## config.mk

```make
export PLATFORM = sky130hd
export DESIGN_NAME = arm_subset_instruction_execute_flat
export DESIGN_NICKNAME = d
export VERILOG_FILES = /design/src/asie_pkg.sv /design/src/asie_if.sv /design/src/asie_ram.sv /design/src/asie_exec.sv /design/src/arm_subset_instruction_execute.sv /design/src/flat_wrapper.sv
export SDC_FILE = /design/constraint.sdc
export NUM_CORES = 2
export LEC_CHECK = 0
export BUFFER_PORTS_ARGS = -buffer_cell sky130_fd_sc_hd__buf_2
export CORE_MARGIN = 1
export CORE_UTILIZATION = 52
export CTS_CLUSTER_SIZE = 25
export DETAILED_ROUTE_END_ITERATION = 8
export PLACE_DENSITY = 0.79
export RECOVER_POWER = 25
export SYNTH_ARGS = -nofsm -noshare
export SYNTH_HDL_FRONTEND = slang
export SYNTH_HIERARCHICAL = 1
export SYNTH_SLANG_ARGS = --single-unit
```

## constraint.sdc

```tcl
create_clock -name clock -period 6.9 [get_ports clock]
set_input_delay 1.035 -clock clock [delete_from_list [all_inputs] [get_ports clock]]
set_output_delay 1.035 -clock clock [all_outputs]
set_load 0.02 [all_outputs]
```

## src/asie_pkg.sv

```systemverilog
// types, constants and the condition check for the arm subset execute block
// no dependencies; compiled first
`timescale 1ns / 1ps

package asie_pkg;

   localparam int unsigned XLEN    = 32;
   localparam int unsigned RF_AW   = 4;
   localparam int unsigned SVC_W   = 24;

   localparam logic [RF_AW-1:0] PC_IDX = 4'hF;
   localparam logic [RF_AW-1:0] LR_IDX = 4'hE;

   localparam logic REQ_INSTR = 1'b0;
   localparam logic REQ_DATA  = 1'b1;

   localparam logic [1:0] COST_NONE   = 2'd0;
   localparam logic [1:0] COST_NORMAL = 2'd1;
   localparam logic [1:0] COST_MEM    = 2'd2;
   localparam logic [1:0] COST_BRANCH = 2'd3;

   localparam logic [3:0] OP_SUB = 4'h2;
   localparam logic [3:0] OP_ADD = 4'h4;
   localparam logic [3:0] OP_CMP = 4'hA;
   localparam logic [3:0] OP_MOV = 4'hD;

   localparam logic [3:0] COND_EQ = 4'h0;
   localparam logic [3:0] COND_NE = 4'h1;
   localparam logic [3:0] COND_CS = 4'h2;
   localparam logic [3:0] COND_CC = 4'h3;
   localparam logic [3:0] COND_MI = 4'h4;
   localparam logic [3:0] COND_PL = 4'h5;
   localparam logic [3:0] COND_VS = 4'h6;
   localparam logic [3:0] COND_VC = 4'h7;
   localparam logic [3:0] COND_HI = 4'h8;
   localparam logic [3:0] COND_LS = 4'h9;
   localparam logic [3:0] COND_GE = 4'hA;
   localparam logic [3:0] COND_LT = 4'hB;
   localparam logic [3:0] COND_GT = 4'hC;
   localparam logic [3:0] COND_LE = 4'hD;
   localparam logic [3:0] COND_AL = 4'hE;

   localparam logic [XLEN-1:0] BX_MASK   = 32'h0FFF_FFD0;
   localparam logic [XLEN-1:0] BX_PATT   = 32'h012F_FF10;
   localparam logic [XLEN-1:0] SVC_MASK  = 32'h0F00_0000;
   localparam logic [XLEN-1:0] BR_MASK   = 32'h0E00_0000;
   localparam logic [XLEN-1:0] BR_PATT   = 32'h0A00_0000;
   localparam logic [XLEN-1:0] CLS_MASK  = 32'h0C00_0000;
   localparam logic [XLEN-1:0] MEM_PATT  = 32'h0400_0000;
   localparam logic [7:0]      T_SVC_HI  = 8'hDF;
   localparam logic [4:0]      T_B_HI    = 5'b11100;

   typedef struct packed {
      logic [XLEN-1:0]  next_pc;
      logic             thumb_mode;
      logic [1:0]       cycle_cost;
      logic             mem_read;
      logic             mem_write;
      logic [XLEN-1:0]  mem_address;
      logic [XLEN-1:0]  store_data;
      logic             svc_request;
      logic [SVC_W-1:0] svc_number;
      logic [3:0]       flags_nzcv;
      logic             protocol_error;
   } rsp_word_type;

   typedef struct packed {
      logic [XLEN-1:0]  pc;
      logic [3:0]       flags;
      logic             thumb;
      logic             load_pending;
      logic [RF_AW-1:0] load_dest;
      logic             rf_we;
      logic [RF_AW-1:0] rf_waddr;
      logic [XLEN-1:0]  rf_wdata;
   } state_upd_type;

   function automatic logic cond_pass(input logic [3:0] cond, input logic [3:0] nzcv);
      logic n, z, c, v, res;
      n = nzcv[3];
      z = nzcv[2];
      c = nzcv[1];
      v = nzcv[0];
      case (cond)
         COND_EQ: res = z;
         COND_NE: res = !z;
         COND_CS: res = c;
         COND_CC: res = !c;
         COND_MI: res = n;
         COND_PL: res = !n;
         COND_VS: res = v;
         COND_VC: res = !v;
         COND_HI: res = c && !z;
         COND_LS: res = !c || z;
         COND_GE: res = (n == v);
         COND_LT: res = (n != v);
         COND_GT: res = !z && (n == v);
         COND_LE: res = z || (n != v);
         COND_AL: res = 1'b1;
         default: res = 1'b0;
      endcase
      return res;
   endfunction

endpackage

```

## src/asie_if.sv

```systemverilog
// valid/ready channel interfaces for request and response words
// depends on asie_pkg
`timescale 1ns / 1ps

interface asie_req_if;
   import asie_pkg::*;
   logic            valid;
   logic            ready;
   logic            req_type;
   logic [XLEN-1:0] instruction;
   logic [XLEN-1:0] load_data;

   modport source (output valid, req_type, instruction, load_data, input ready);
   modport sink   (input valid, req_type, instruction, load_data, output ready);
endinterface

interface asie_rsp_if;
   import asie_pkg::*;
   logic             valid;
   logic             ready;
   logic [XLEN-1:0]  next_pc;
   logic             thumb_mode;
   logic [1:0]       cycle_cost;
   logic             mem_read;
   logic             mem_write;
   logic [XLEN-1:0]  mem_address;
   logic [XLEN-1:0]  store_data;
   logic             svc_request;
   logic [SVC_W-1:0] svc_number;
   logic [3:0]       flags_nzcv;
   logic             protocol_error;

   modport source (output valid, next_pc, thumb_mode, cycle_cost, mem_read, mem_write,
                   mem_address, store_data, svc_request, svc_number, flags_nzcv,
                   protocol_error, input ready);
   modport sink   (input valid, next_pc, thumb_mode, cycle_cost, mem_read, mem_write,
                   mem_address, store_data, svc_request, svc_number, flags_nzcv,
                   protocol_error, output ready);
endinterface

```

## src/asie_ram.sv

```systemverilog
// generic ram, one write port and two registered read ports
// no dependencies
`timescale 1ns / 1ps

module asie_ram #(
   parameter int unsigned WIDTH = 32,
   parameter int unsigned DEPTH = 16
) (
   input  logic                     clock,
   input  logic                     we,
   input  logic [$clog2(DEPTH)-1:0] waddr,
   input  logic [WIDTH-1:0]         wdata,
   input  logic                     re,
   input  logic [$clog2(DEPTH)-1:0] raddr_a,
   input  logic [$clog2(DEPTH)-1:0] raddr_b,
   output logic [WIDTH-1:0]         rdata_a,
   output logic [WIDTH-1:0]         rdata_b
);

   logic [WIDTH-1:0] mem_ff [DEPTH];

   always_ff @(posedge clock) begin
      if (we) begin
         mem_ff[waddr] <= wdata;
      end
      if (re) begin
         rdata_a <= mem_ff[raddr_a];
         rdata_b <= mem_ff[raddr_b];
      end
   end

endmodule

```

## src/asie_exec.sv

```systemverilog
// execute logic: decodes one word against current state, forms the
// response word and the state update; depends on asie_pkg
`timescale 1ns / 1ps

module asie_exec import asie_pkg::*; (
   input  logic             req_type,
   input  logic [XLEN-1:0]  instruction,
   input  logic [XLEN-1:0]  load_data,
   input  logic [XLEN-1:0]  opa,
   input  logic [XLEN-1:0]  opb,
   input  logic [XLEN-1:0]  pc,
   input  logic [3:0]       flags,
   input  logic             thumb,
   input  logic             load_pending,
   input  logic [RF_AW-1:0] load_dest,
   output rsp_word_type     rsp,
   output state_upd_type    upd
);

   logic [XLEN-1:0]  w;
   logic [RF_AW-1:0] rn, rd, rm;
   logic [3:0]       op;
   logic [XLEN-1:0]  pc2, pc4, pc8;
   logic [XLEN-1:0]  a, b, reg_b, st_data;
   logic [63:0]      rot_wide;
   logic [4:0]       rot;
   logic [XLEN:0]    sum;
   logic [XLEN-1:0]  diff;
   logic             add_v, sub_v, sub_c;
   logic [XLEN-1:0]  br_off, t_off, mem_off;
   logic [XLEN-1:0]  alu_res;
   logic             alu_wr;

   assign w   = instruction;
   assign rn  = w[19:16];
   assign rd  = w[15:12];
   assign rm  = w[3:0];
   assign op  = w[24:21];
   assign pc2 = pc + 32'd2;
   assign pc4 = pc + 32'd4;
   assign pc8 = pc + 32'd8;

   assign a       = (rn == PC_IDX) ? pc8 : opa;
   assign reg_b   = (rm == PC_IDX) ? pc8 : opb;
   assign st_data = (rd == PC_IDX) ? pc8 : opb;

   assign rot      = {w[11:8], 1'b0};
   assign rot_wide = {24'd0, w[7:0], 24'd0, w[7:0]} >> rot;
   assign b        = w[25] ? rot_wide[XLEN-1:0] : reg_b;

   assign sum   = {1'b0, a} + {1'b0, b};
   assign diff  = a - b;
   assign add_v = (~(a[31] ^ b[31])) & (a[31] ^ sum[31]);
   assign sub_v = (a[31] ^ b[31]) & (a[31] ^ diff[31]);
   assign sub_c = (a >= b);

   assign br_off  = {{6{w[23]}}, w[23:0], 2'b00};
   assign t_off   = {{20{w[10]}}, w[10:0], 1'b0};
   assign mem_off = {20'd0, w[11:0]};

   always_comb begin
      rsp              = '0;
      upd.pc           = pc;
      upd.flags        = flags;
      upd.thumb        = thumb;
      upd.load_pending = load_pending;
      upd.load_dest    = load_dest;
      upd.rf_we        = 1'b0;
      upd.rf_waddr     = rd;
      upd.rf_wdata     = load_data;
      alu_res          = '0;
      alu_wr           = 1'b0;

      if (req_type == REQ_DATA) begin
         if (!load_pending) begin
            rsp.protocol_error = 1'b1;
         end else begin
            upd.load_pending = 1'b0;
            if (load_dest == PC_IDX) begin
               upd.thumb = load_data[0];
               upd.pc    = {load_data[XLEN-1:1], 1'b0};
            end else begin
               upd.rf_we    = 1'b1;
               upd.rf_waddr = load_dest;
               upd.rf_wdata = load_data;
            end
         end
         rsp.cycle_cost = COST_NONE;
      end else if (load_pending) begin
         rsp.protocol_error = 1'b1;
         rsp.cycle_cost     = COST_NONE;
      end else if (thumb) begin
         if (w[15:8] == T_SVC_HI) begin
            upd.pc          = pc2;
            rsp.svc_request = 1'b1;
            rsp.svc_number  = {16'd0, w[7:0]};
            rsp.cycle_cost  = COST_NORMAL;
         end else if (w[15:11] == T_B_HI) begin
            upd.pc         = pc4 + t_off;
            rsp.cycle_cost = COST_MEM;
         end else begin
            upd.pc         = pc2;
            rsp.cycle_cost = COST_NORMAL;
         end
      end else if (!cond_pass(w[31:28], flags)) begin
         upd.pc         = pc4;
         rsp.cycle_cost = COST_NORMAL;
      end else if ((w & SVC_MASK) == SVC_MASK) begin
         upd.pc          = pc4;
         rsp.svc_request = 1'b1;
         rsp.svc_number  = w[SVC_W-1:0];
         rsp.cycle_cost  = COST_NORMAL;
      end else if ((w & BR_MASK) == BR_PATT) begin
         if (w[24]) begin
            upd.rf_we    = 1'b1;
            upd.rf_waddr = LR_IDX;
            upd.rf_wdata = pc4;
         end
         upd.pc         = pc8 + br_off;
         rsp.cycle_cost = COST_BRANCH;
      end else if ((w & BX_MASK) == BX_PATT) begin
         if (w[5]) begin
            upd.rf_we    = 1'b1;
            upd.rf_waddr = LR_IDX;
            upd.rf_wdata = pc4;
         end
         upd.thumb      = reg_b[0];
         upd.pc         = {reg_b[XLEN-1:1], 1'b0};
         rsp.cycle_cost = COST_BRANCH;
      end else if ((w & CLS_MASK) == '0) begin
         case (op)
            OP_ADD: begin
               alu_res = sum[XLEN-1:0];
               alu_wr  = 1'b1;
               if (w[20]) begin
                  upd.flags = {sum[31], (sum[XLEN-1:0] == '0), sum[XLEN], add_v};
               end
            end
            OP_SUB: begin
               alu_res = diff;
               alu_wr  = 1'b1;
               if (w[20]) begin
                  upd.flags = {diff[31], (diff == '0), sub_c, sub_v};
               end
            end
            OP_MOV: begin
               alu_res = b;
               alu_wr  = 1'b1;
               if (w[20]) begin
                  upd.flags = {b[31], (b == '0), flags[1:0]};
               end
            end
            OP_CMP: begin
               upd.flags = {diff[31], (diff == '0), sub_c, sub_v};
            end
            default: begin
               alu_wr = 1'b0;
            end
         endcase
         if (alu_wr && rd == PC_IDX) begin
            upd.pc = alu_res;
         end else begin
            upd.pc       = pc4;
            upd.rf_we    = alu_wr;
            upd.rf_waddr = rd;
            upd.rf_wdata = alu_res;
         end
         rsp.cycle_cost = COST_NORMAL;
      end else if ((w & CLS_MASK) == MEM_PATT) begin
         rsp.mem_address = w[23] ? (a + mem_off) : (a - mem_off);
         if (w[20]) begin
            rsp.mem_read     = 1'b1;
            upd.load_pending = 1'b1;
            upd.load_dest    = rd;
         end else begin
            rsp.mem_write  = 1'b1;
            rsp.store_data = st_data;
         end
         upd.pc         = pc4;
         rsp.cycle_cost = COST_MEM;
      end else begin
         upd.pc         = pc4;
         rsp.cycle_cost = COST_NORMAL;
      end

      rsp.next_pc    = upd.pc;
      rsp.thumb_mode = upd.thumb;
      rsp.flags_nzcv = upd.flags;
   end

endmodule

```

## src/arm_subset_instruction_execute.sv

```systemverilog
// top level of the arm subset execute block: input register, register file,
// execute logic and response register; depends on asie_pkg, asie_if, asie_ram, asie_exec
`timescale 1ns / 1ps

// usage
// req_chan carries one word per item: an instruction to execute (req_type 0)
// or the data for an outstanding load (req_type 1); rsp_chan returns exactly
// one word per item with the next pc, thumb bit, cost, memory request,
// supervisor call and flags
// the word is captured together with its register file reads, then
// executed into the rsp register while the architectural state updates
// at the same edge
// throughput is one word per cycle while rsp ready stays high; the
// register file ram reads at accept, and a write from the word ahead is
// forwarded into the captured operands
// a load returns its request and the next instruction word is dropped with
// protocol_error until a data word arrives
// synchronous reset clears pc, flags, thumb bit, load tracking and the
// register file valid bits, so every register reads as zero; req ready is low
// during reset
// when rsp ready is low the rsp word holds, one more word waits in the
// input register, and req ready then drops

module arm_subset_instruction_execute import asie_pkg::*; (
   input  logic       clock,
   input  logic       reset,
   asie_req_if.sink   req_chan,
   asie_rsp_if.source rsp_chan
);

   logic             in_valid_ff;
   logic             in_type_ff;
   logic [XLEN-1:0]  in_instr_ff;
   logic [XLEN-1:0]  in_data_ff;
   logic [RF_AW-1:0] addr_a_ff, addr_b_ff;
   logic             byp_a_ff, byp_b_ff;
   logic [XLEN-1:0]  byp_data_ff;

   logic [XLEN-1:0]  pc_ff;
   logic [3:0]       flags_ff;
   logic             thumb_ff;
   logic             load_pending_ff;
   logic [RF_AW-1:0] load_dest_ff;
   logic [15:0]      rf_valid_ff;

   logic             out_valid_ff;
   rsp_word_type     rsp_ff;

   logic             accept, fire, is_store;
   logic [RF_AW-1:0] raddr_a, raddr_b;
   logic [XLEN-1:0]  q_a, q_b, opa, opb;
   rsp_word_type     rsp_in;
   state_upd_type    upd;

   assign fire           = in_valid_ff && (!out_valid_ff || rsp_chan.ready);
   assign req_chan.ready = !reset && (!in_valid_ff || fire);
   assign accept         = req_chan.valid && req_chan.ready;

   assign is_store = (req_chan.instruction[27:26] == 2'b01) && !req_chan.instruction[20];
   assign raddr_a  = req_chan.instruction[19:16];
   assign raddr_b  = is_store ? req_chan.instruction[15:12] : req_chan.instruction[3:0];

   asie_ram #(
      .WIDTH (XLEN),
      .DEPTH (16)
   ) u_rf (
      .clock   (clock),
      .we      (fire && upd.rf_we),
      .waddr   (upd.rf_waddr),
      .wdata   (upd.rf_wdata),
      .re      (accept),
      .raddr_a (raddr_a),
      .raddr_b (raddr_b),
      .rdata_a (q_a),
      .rdata_b (q_b)
   );

   assign opa = byp_a_ff ? byp_data_ff : (rf_valid_ff[addr_a_ff] ? q_a : '0);
   assign opb = byp_b_ff ? byp_data_ff : (rf_valid_ff[addr_b_ff] ? q_b : '0);

   asie_exec u_exec (
      .req_type     (in_type_ff),
      .instruction  (in_instr_ff),
      .load_data    (in_data_ff),
      .opa          (opa),
      .opb          (opb),
      .pc           (pc_ff),
      .flags        (flags_ff),
      .thumb        (thumb_ff),
      .load_pending (load_pending_ff),
      .load_dest    (load_dest_ff),
      .rsp          (rsp_in),
      .upd          (upd)
   );

   always_ff @(posedge clock) begin
      if (reset) begin
         in_valid_ff     <= 1'b0;
         out_valid_ff    <= 1'b0;
         pc_ff           <= '0;
         flags_ff        <= '0;
         thumb_ff        <= 1'b0;
         load_pending_ff <= 1'b0;
         load_dest_ff    <= '0;
         rf_valid_ff     <= '0;
      end else begin
         if (accept) begin
            in_valid_ff <= 1'b1;
         end else if (fire) begin
            in_valid_ff <= 1'b0;
         end
         if (fire) begin
            out_valid_ff    <= 1'b1;
            pc_ff           <= upd.pc;
            flags_ff        <= upd.flags;
            thumb_ff        <= upd.thumb;
            load_pending_ff <= upd.load_pending;
            load_dest_ff    <= upd.load_dest;
            if (upd.rf_we) begin
               rf_valid_ff[upd.rf_waddr] <= 1'b1;
            end
         end else if (rsp_chan.ready) begin
            out_valid_ff <= 1'b0;
         end
      end
   end

   always_ff @(posedge clock) begin
      if (accept) begin
         in_type_ff  <= req_chan.req_type;
         in_instr_ff <= req_chan.instruction;
         in_data_ff  <= req_chan.load_data;
         addr_a_ff   <= raddr_a;
         addr_b_ff   <= raddr_b;
         byp_a_ff    <= fire && upd.rf_we && (upd.rf_waddr == raddr_a);
         byp_b_ff    <= fire && upd.rf_we && (upd.rf_waddr == raddr_b);
         byp_data_ff <= upd.rf_wdata;
      end
      if (fire) begin
         rsp_ff <= rsp_in;
      end
   end

   assign rsp_chan.valid          = out_valid_ff;
   assign rsp_chan.next_pc        = rsp_ff.next_pc;
   assign rsp_chan.thumb_mode     = rsp_ff.thumb_mode;
   assign rsp_chan.cycle_cost     = rsp_ff.cycle_cost;
   assign rsp_chan.mem_read       = rsp_ff.mem_read;
   assign rsp_chan.mem_write      = rsp_ff.mem_write;
   assign rsp_chan.mem_address    = rsp_ff.mem_address;
   assign rsp_chan.store_data     = rsp_ff.store_data;
   assign rsp_chan.svc_request    = rsp_ff.svc_request;
   assign rsp_chan.svc_number     = rsp_ff.svc_number;
   assign rsp_chan.flags_nzcv     = rsp_ff.flags_nzcv;
   assign rsp_chan.protocol_error = rsp_ff.protocol_error;

`ifndef SYNTHESIS
   a_err_no_cost: assert property (@(posedge clock) disable iff (reset)
      (rsp_chan.valid && rsp_chan.protocol_error) |->
      (rsp_chan.cycle_cost == COST_NONE && !rsp_chan.mem_read && !rsp_chan.mem_write))
      else $error("protocol error word carries cost or memory request");

   a_read_pending: assert property (@(posedge clock) disable iff (reset)
      (rsp_chan.valid && rsp_chan.mem_read) |-> load_pending_ff)
      else $error("load request shown without pending load");

   a_one_request: assert property (@(posedge clock) disable iff (reset)
      rsp_chan.valid |-> !(rsp_chan.mem_read && rsp_chan.mem_write))
      else $error("read and write requested together");

   a_no_pc_write: assert property (@(posedge clock) disable iff (reset)
      (fire && upd.rf_we) |-> (upd.rf_waddr != PC_IDX))
      else $error("register file write aimed at pc entry");
`endif

endmodule
```

## src/flat_wrapper.sv

```systemverilog
// flat-port wrapper written by rule: the top's interface ports become plain ports
module arm_subset_instruction_execute_flat import asie_pkg::*;
  (clock, reset, req_chan_valid, req_chan_req_type, req_chan_instruction, req_chan_load_data, req_chan_ready, rsp_chan_valid, rsp_chan_next_pc, rsp_chan_thumb_mode, rsp_chan_cycle_cost, rsp_chan_mem_read, rsp_chan_mem_write, rsp_chan_mem_address, rsp_chan_store_data, rsp_chan_svc_request, rsp_chan_svc_number, rsp_chan_flags_nzcv, rsp_chan_protocol_error, rsp_chan_ready);
  asie_req_if req_chan_i ();
  asie_rsp_if rsp_chan_i ();
  input  logic clock;
  input  logic reset;
  input wire logic [$bits(req_chan_i.valid)-1:0] req_chan_valid;
  input wire logic [$bits(req_chan_i.req_type)-1:0] req_chan_req_type;
  input wire logic [$bits(req_chan_i.instruction)-1:0] req_chan_instruction;
  input wire logic [$bits(req_chan_i.load_data)-1:0] req_chan_load_data;
  output wire logic [$bits(req_chan_i.ready)-1:0] req_chan_ready;
  output wire logic [$bits(rsp_chan_i.valid)-1:0] rsp_chan_valid;
  output wire logic [$bits(rsp_chan_i.next_pc)-1:0] rsp_chan_next_pc;
  output wire logic [$bits(rsp_chan_i.thumb_mode)-1:0] rsp_chan_thumb_mode;
  output wire logic [$bits(rsp_chan_i.cycle_cost)-1:0] rsp_chan_cycle_cost;
  output wire logic [$bits(rsp_chan_i.mem_read)-1:0] rsp_chan_mem_read;
  output wire logic [$bits(rsp_chan_i.mem_write)-1:0] rsp_chan_mem_write;
  output wire logic [$bits(rsp_chan_i.mem_address)-1:0] rsp_chan_mem_address;
  output wire logic [$bits(rsp_chan_i.store_data)-1:0] rsp_chan_store_data;
  output wire logic [$bits(rsp_chan_i.svc_request)-1:0] rsp_chan_svc_request;
  output wire logic [$bits(rsp_chan_i.svc_number)-1:0] rsp_chan_svc_number;
  output wire logic [$bits(rsp_chan_i.flags_nzcv)-1:0] rsp_chan_flags_nzcv;
  output wire logic [$bits(rsp_chan_i.protocol_error)-1:0] rsp_chan_protocol_error;
  input wire logic [$bits(rsp_chan_i.ready)-1:0] rsp_chan_ready;
  assign req_chan_i.valid = req_chan_valid;
  assign req_chan_i.req_type = req_chan_req_type;
  assign req_chan_i.instruction = req_chan_instruction;
  assign req_chan_i.load_data = req_chan_load_data;
  assign req_chan_ready = req_chan_i.ready;
  assign rsp_chan_valid = rsp_chan_i.valid;
  assign rsp_chan_next_pc = rsp_chan_i.next_pc;
  assign rsp_chan_thumb_mode = rsp_chan_i.thumb_mode;
  assign rsp_chan_cycle_cost = rsp_chan_i.cycle_cost;
  assign rsp_chan_mem_read = rsp_chan_i.mem_read;
  assign rsp_chan_mem_write = rsp_chan_i.mem_write;
  assign rsp_chan_mem_address = rsp_chan_i.mem_address;
  assign rsp_chan_store_data = rsp_chan_i.store_data;
  assign rsp_chan_svc_request = rsp_chan_i.svc_request;
  assign rsp_chan_svc_number = rsp_chan_i.svc_number;
  assign rsp_chan_flags_nzcv = rsp_chan_i.flags_nzcv;
  assign rsp_chan_protocol_error = rsp_chan_i.protocol_error;
  assign rsp_chan_i.ready = rsp_chan_ready;
  arm_subset_instruction_execute u_core (.clock(clock), .reset(reset), .req_chan(req_chan_i), .rsp_chan(rsp_chan_i));
endmodule
```

# --- Yosys cells after proc, flatten, opt, wreduce, memory -nomap -nowiden ---
# Memories as Yosys holds them, arrays and structs flattened. A register that Yosys moved wholly into a read port is not among the register bits.
# Cells that the tools add are included.
totals:
  ff_bits: 298
  ram_bits: 512
  inputBits: 69
  out_inout_bits: 133
  word_cells: 223
  n_memories: 1
mem_list:
  columns: ["memory", "words", "width", "rd", "rd_ports_with_merged_regs", "wr", "line_no", "source"]
  rows:
  - ["u_core.u_rf.mem_ff", 16, 32, 2, 2, 1, "asie_ram.sv:20", "logic [WIDTH-1:0] mem_ff [DEPTH];"]
classes:
  addsub: 9
  order_cmp: 5
  n_eq_ne: 33
  shifts: 1
  muxes: 95
  n_bitwise: 16
  reduce_logical: 36
ops:
  columns: ["operator", "count"]
  rows:
  - ["32-bit 2-to-1 mux", 21]
  - ["37-bit 2-to-1 mux", 9]
  - ["47-bit 2-to-1 mux", 3]
  - ["32-bit zero test", 4]
  - ["25-bit 2-to-1 mux", 4]
  - ["32-bit one-hot mux with 3 select lines", 1]
  - ["79-bit 2-to-1 mux", 1]
  - ["32-bit adder", 2]
  - ["4-bit == test (second input constant)", 14]
  - ["40-bit by 5-bit right shift with 32-bit output", 1]
  - ["32-bit by 32-bit adder with 33-bit output", 1]
  - ["32-bit by 12-bit adder with 32-bit output", 1]
  - ["32-bit by 2-bit adder with 32-bit output (second input constant)", 1]
  - ["32-bit by 3-bit adder with 32-bit output (second input constant)", 1]
  - ["32-bit by 4-bit adder with 32-bit output (second input constant)", 1]
  - ["32-bit greater-or-equal comparator", 1]
  - ["32-bit by 12-bit subtractor with 32-bit output", 1]
  - ["32-bit subtractor", 1]
  - ["1-bit 2-to-1 mux", 28]
  - ["4-bit 2-to-1 mux", 7]
  - ["23-bit by 20-bit == test with 1-bit output (second input constant)", 1]
  - ["2-bit 2-to-1 mux", 11]
  - ["4-bit by 3-bit == test with 1-bit output (second input constant)", 5]
  - ["5-bit 2-to-1 mux", 4]
  - ["31 further kinds", 71]

# --- Longest topological paths before layout ---
logic_depth:
  word_depth: 26
  mapped_depth: 25

# --- Hierarchy ---
# Netlist, hierarchy kept.
modules_own_cells:
  columns: ["mod", "instances", "cells_each", "area_per_inst_um2", "seq_area_each_um2"]
  rows:
  - ["asie_ram", 1, 1141, 24843.8, 17296.6]
  - ["asie_exec", 1, 2916, 18373.9, 0.0]
  - ["arm_subset_instruction_execute", 1, 748, 10710.3, 8227.9]

# --- Worst setup path after synthesis ---
# No wires, ideal clock.
synth_timing:
  kind: "reg-to-reg"
  from: "register u_core.in_instr_ff[10]"
  to: "memory u_core.u_rf.mem_ff[0][0], enable pin"
  arrival_ns: 5.997
  t_required_ns: 6.439
  path_slack_ns: 0.442
  stages_incl_launch_ff: 14
  n_path_buf: 3
  period_less_slack_ns: 6.458
  cell_sequence: "edfxtp_1 clkbuf_1 and2_1 nand3_1 nor4_2 nand2_1 clkbuf_1 a311o_1 o31ai_1 nand2_1 inv_2 buf_2 or3b_2 nor3_1"
synth_rtl:
  columns: ["item", "line_no", "source"]
  rows:
  - ["start: declaration", "arm_subset_instruction_execute.sv:33", "logic [XLEN-1:0] in_instr_ff;"]
  - ["start signal: assignment", "arm_subset_instruction_execute.sv:131", "in_instr_ff <= req_chan.instruction;"]
  - ["end: declaration", "asie_ram.sv:20", null]

==> results.ini <==
[placed_design]
dp_cells=6405
dp_hpwl_microns=182000
routabilityCongestion=1.16
place.port_buffers=201

[power]
vdd_drop_max_mv=0.279
p_leak_nw=21.6
p_per_area_nw_per_um2=221

[routing]
avgViaCountPerCell=7.37
ant_nets=0
first_pass_iters=7
route.detailed.drc=0
post_drt_wl_per_cell_microns=39.2
vias=48553
routed_wl_microns=258000
drtIter0Drc=8531

[synth]
synthFlopType=edfxtp_1
synth_edf_count=810
syn_area_sq_um=53900
synth_commonest_cells=810 x edfxtp_1, 524 x nand2_1, 344 x nor2_1
synth_top_area_frac=0.451
ys_seq_area_frac=0.473
synth_top_cells_by_area=edfxtp_1 45%, mux4_2 11%, ha_1 3.7%
synth.ff_latch_count=870
yosysMostFrequentCell=edfxtp_1
synth_cells=4805
synthDistinctLibCells=109
synth_top_cell_by_area=edfxtp_1
syn_area_per_cell_sq_um=11.2
async_flop_share=0
syn_nets=5039
ys_warn_count=6

[final_layout]
final_util=0.600
final_nets=5363
drive_above_1_share=0.186
filler_cell_count=8158
stdcell_count=6584
area_growth_pct=13.8

[grt]
grt_overflow_total=0
grt_max_degree=131
grt_first_pass_wirelength_microns=354000
antenna_found_initial=26
first_global_vias=45499
grt_usage=0.487

[timing]
fin_crit_ns=6.81
setup_viol=0
relSlewSlack=-2.18
final_max_slew_viol_count=548
fin_skew_ns=0.0436
worst_pin_slew_ns=4.77
fin_tns_setup_ns=0
rsz0062_at_grt=no
post-route-period-util=0.987
report.final.hold_viol_count=0
fmaxAchievable_mhz=147

[outcome]
status=finished, violations left
violations=capacitance limit, slew limit

[clock_tree]
clock_sinks=870
clk_pin_slew_ns=0.07
tritoncts=yes
clkLatencyLatePin_ns=0.71
root_buffer=clkbuf_16
post_cts_buffers=0
cts.htree.levels=3
cts_buffers=89
clock_path_buffers=3

[worst_setup_path]
r2r-start=u_core/addr_b_ff[2]$_DFFE_PP_
worstSetupStartpoint=u_core/addr_b_ff[2]$_DFFE_PP_
worstSetupEndpointType=register
criticalPathCategory=register to register
worstSetupStartpointType=register
cpPeakStageDelay_ns=0.57
cp_max_fo=11
crit_chain=mux2i_1 > a22oi_1 > nand2_1 > buf_4 > o221ai_1 > nor2_1 > a31o_2 > o22ai_1 > ha_1 > buf_4 > a2111oi_0 > o21ai_1 > o2111ai_1 > a21oi_1 > a311oi_1 > nor2_1 > or3_1 > a31oi_1 > nor3_1 > nand2_1 > a21oi_1
cp_top_family=compound AO/OA/AOI/OAI gates
critPathBufInv=2
crit_arrival_ns=7.33
slowest_stage=edfxtp_1
crit_required_ns=7.43

[die]
ios=202
dieWidth_microns=324
start_util=0.527
die_area_sq_um=105000
dieHeight_microns=324
fp.coreArea_sq_um=102000
rows=117

[hold_path]
holdCritPathClass=primary input to register
hold_start=req_chan_load_data[20]

[flow_run]
cap_violations=8

final cells by class:
cell class / instances / area, sq um / area share
Timing Repair Buffer: 602 / 4210 / 0.0686
Tap cell: 1368 / 1710 / 0.0279
Antenna cell: 14 / 35.0 / 0.000571
Sequential cell: 870 / 25500 / 0.416
Inverter: 144 / 542 / 0.00883
Clock inverter: 61 / 714 / 0.0116
Multi-Input combinational cell: 3422 / 26400 / 0.429
Clock buffer: 103 / 2280 / 0.0371
sequential cells by signal (all words and copies together) (netlist names), 16 cells and up:
| signal | cells |
|---|---|
| u_core/byp_data_ff | 32 |
| u_core/in_data_ff | 32 |
| u_core/in_instr_ff | 32 |
| u_core/pc_ff | 32 |
| u_core/rf_valid_ff | 16 |
| u_core/rsp_chan.mem_address | 32 |
| u_core/rsp_chan.next_pc | 32 |
| u_core/rsp_chan.store_data | 32 |
| u_core/rsp_chan.svc_number | 24 |
| u_core/u_rf/mem_ff | 512 |
| u_core/u_rf/rdata_a | 32 |
| u_core/u_rf/rdata_b | 32 |
timing repair:
item | CTS | global route
resized for setup | 0 | 2
endpoints found under the setup margin | 0 | 21
hold buffers | 0 | 0
metrics by stage:
stage | worst slack [ns] | total power, W | instance area (sq um) | hold WS [ns]
6_report | 0.0918 | 0.0135 | 61400 | 0.518
5_1_grt | 0.0301 | 0.0138 | 61300 | 0.510
4_1_cts | 0.229 | 0.0134 | 61600 | 0.495
3_5_place_dp | 0.349 | 0.00844 | 58600 | 0.503
3_3_place_gp | 0.453 | 0.00843 | 58600 | 0.487
2_1_floorplan | 0.442 | 0.00745 | 53900 | 0.433
routing by layer:
layer	vias to the layer above	global-route usage	wire (microns)
met4	24	0.389	25900
met3	1227	0.159	34900
met5	-	0.00694	267
met2	4540	0.731	112000
li1	19303	-	-
met1	23459	0.574	85500
power by group:
group	total [W]	internal, W	switching (W)	leakage [nW]
clock network	0.00504	0.00281	0.00223	1.44
logic	0.00246	0.000859	0.00160	12.3
registers	0.00604	0.00591	0.000129	7.85
total	0.0135	0.00958	0.00396	21.6
logic make-up (layout without fill, tap and decap cells):
| logic type | count (synthesis) | in the layout | share of synthesized area |
|---|---|---|---|
| buf+inv | 513 | 910 | 0.0426 |
| compound gates | 1322 | 1322 | 0.168 |
| simple gates | 1396 | 1396 | 0.122 |
| flops | 870 | 870 | 0.473 |
| mux | 329 | 329 | 0.121 |
| fa+ha+maj | 165 | 165 | 0.0390 |
| xor+xnor | 210 | 210 | 0.0341 |
| other cells | 0 | 14 | 0 |
layout by cell type, fill, tap and decap left out, types with 155 or more instances in the layout:
master	instances
nor2_1	326
ha_1	160
a22oi_1	155
a21oi_1	291
edfxtp_1	810
clkbuf_1	167
mux4_2	257
o21ai_0	214
nand2_1	524
buf_4	364
final timing paths:
path | endpoint | slack [ns] | cells past startpoint
max | u_core/pc_ff[24]$_SDFFE_PP0P_ | 0.09 | 21
max reg2reg | u_core/pc_ff[24]$_SDFFE_PP0P_ | 0.09 | 21
min reg2reg | u_core/load_dest_ff[1]$_SDFFE_PP0P_ | 0.52 | 2
min | u_core/in_data_ff[20]$_DFFE_PP_ | 0.52 | 1
No activity file was read; power rests on OpenSTA's default activity.
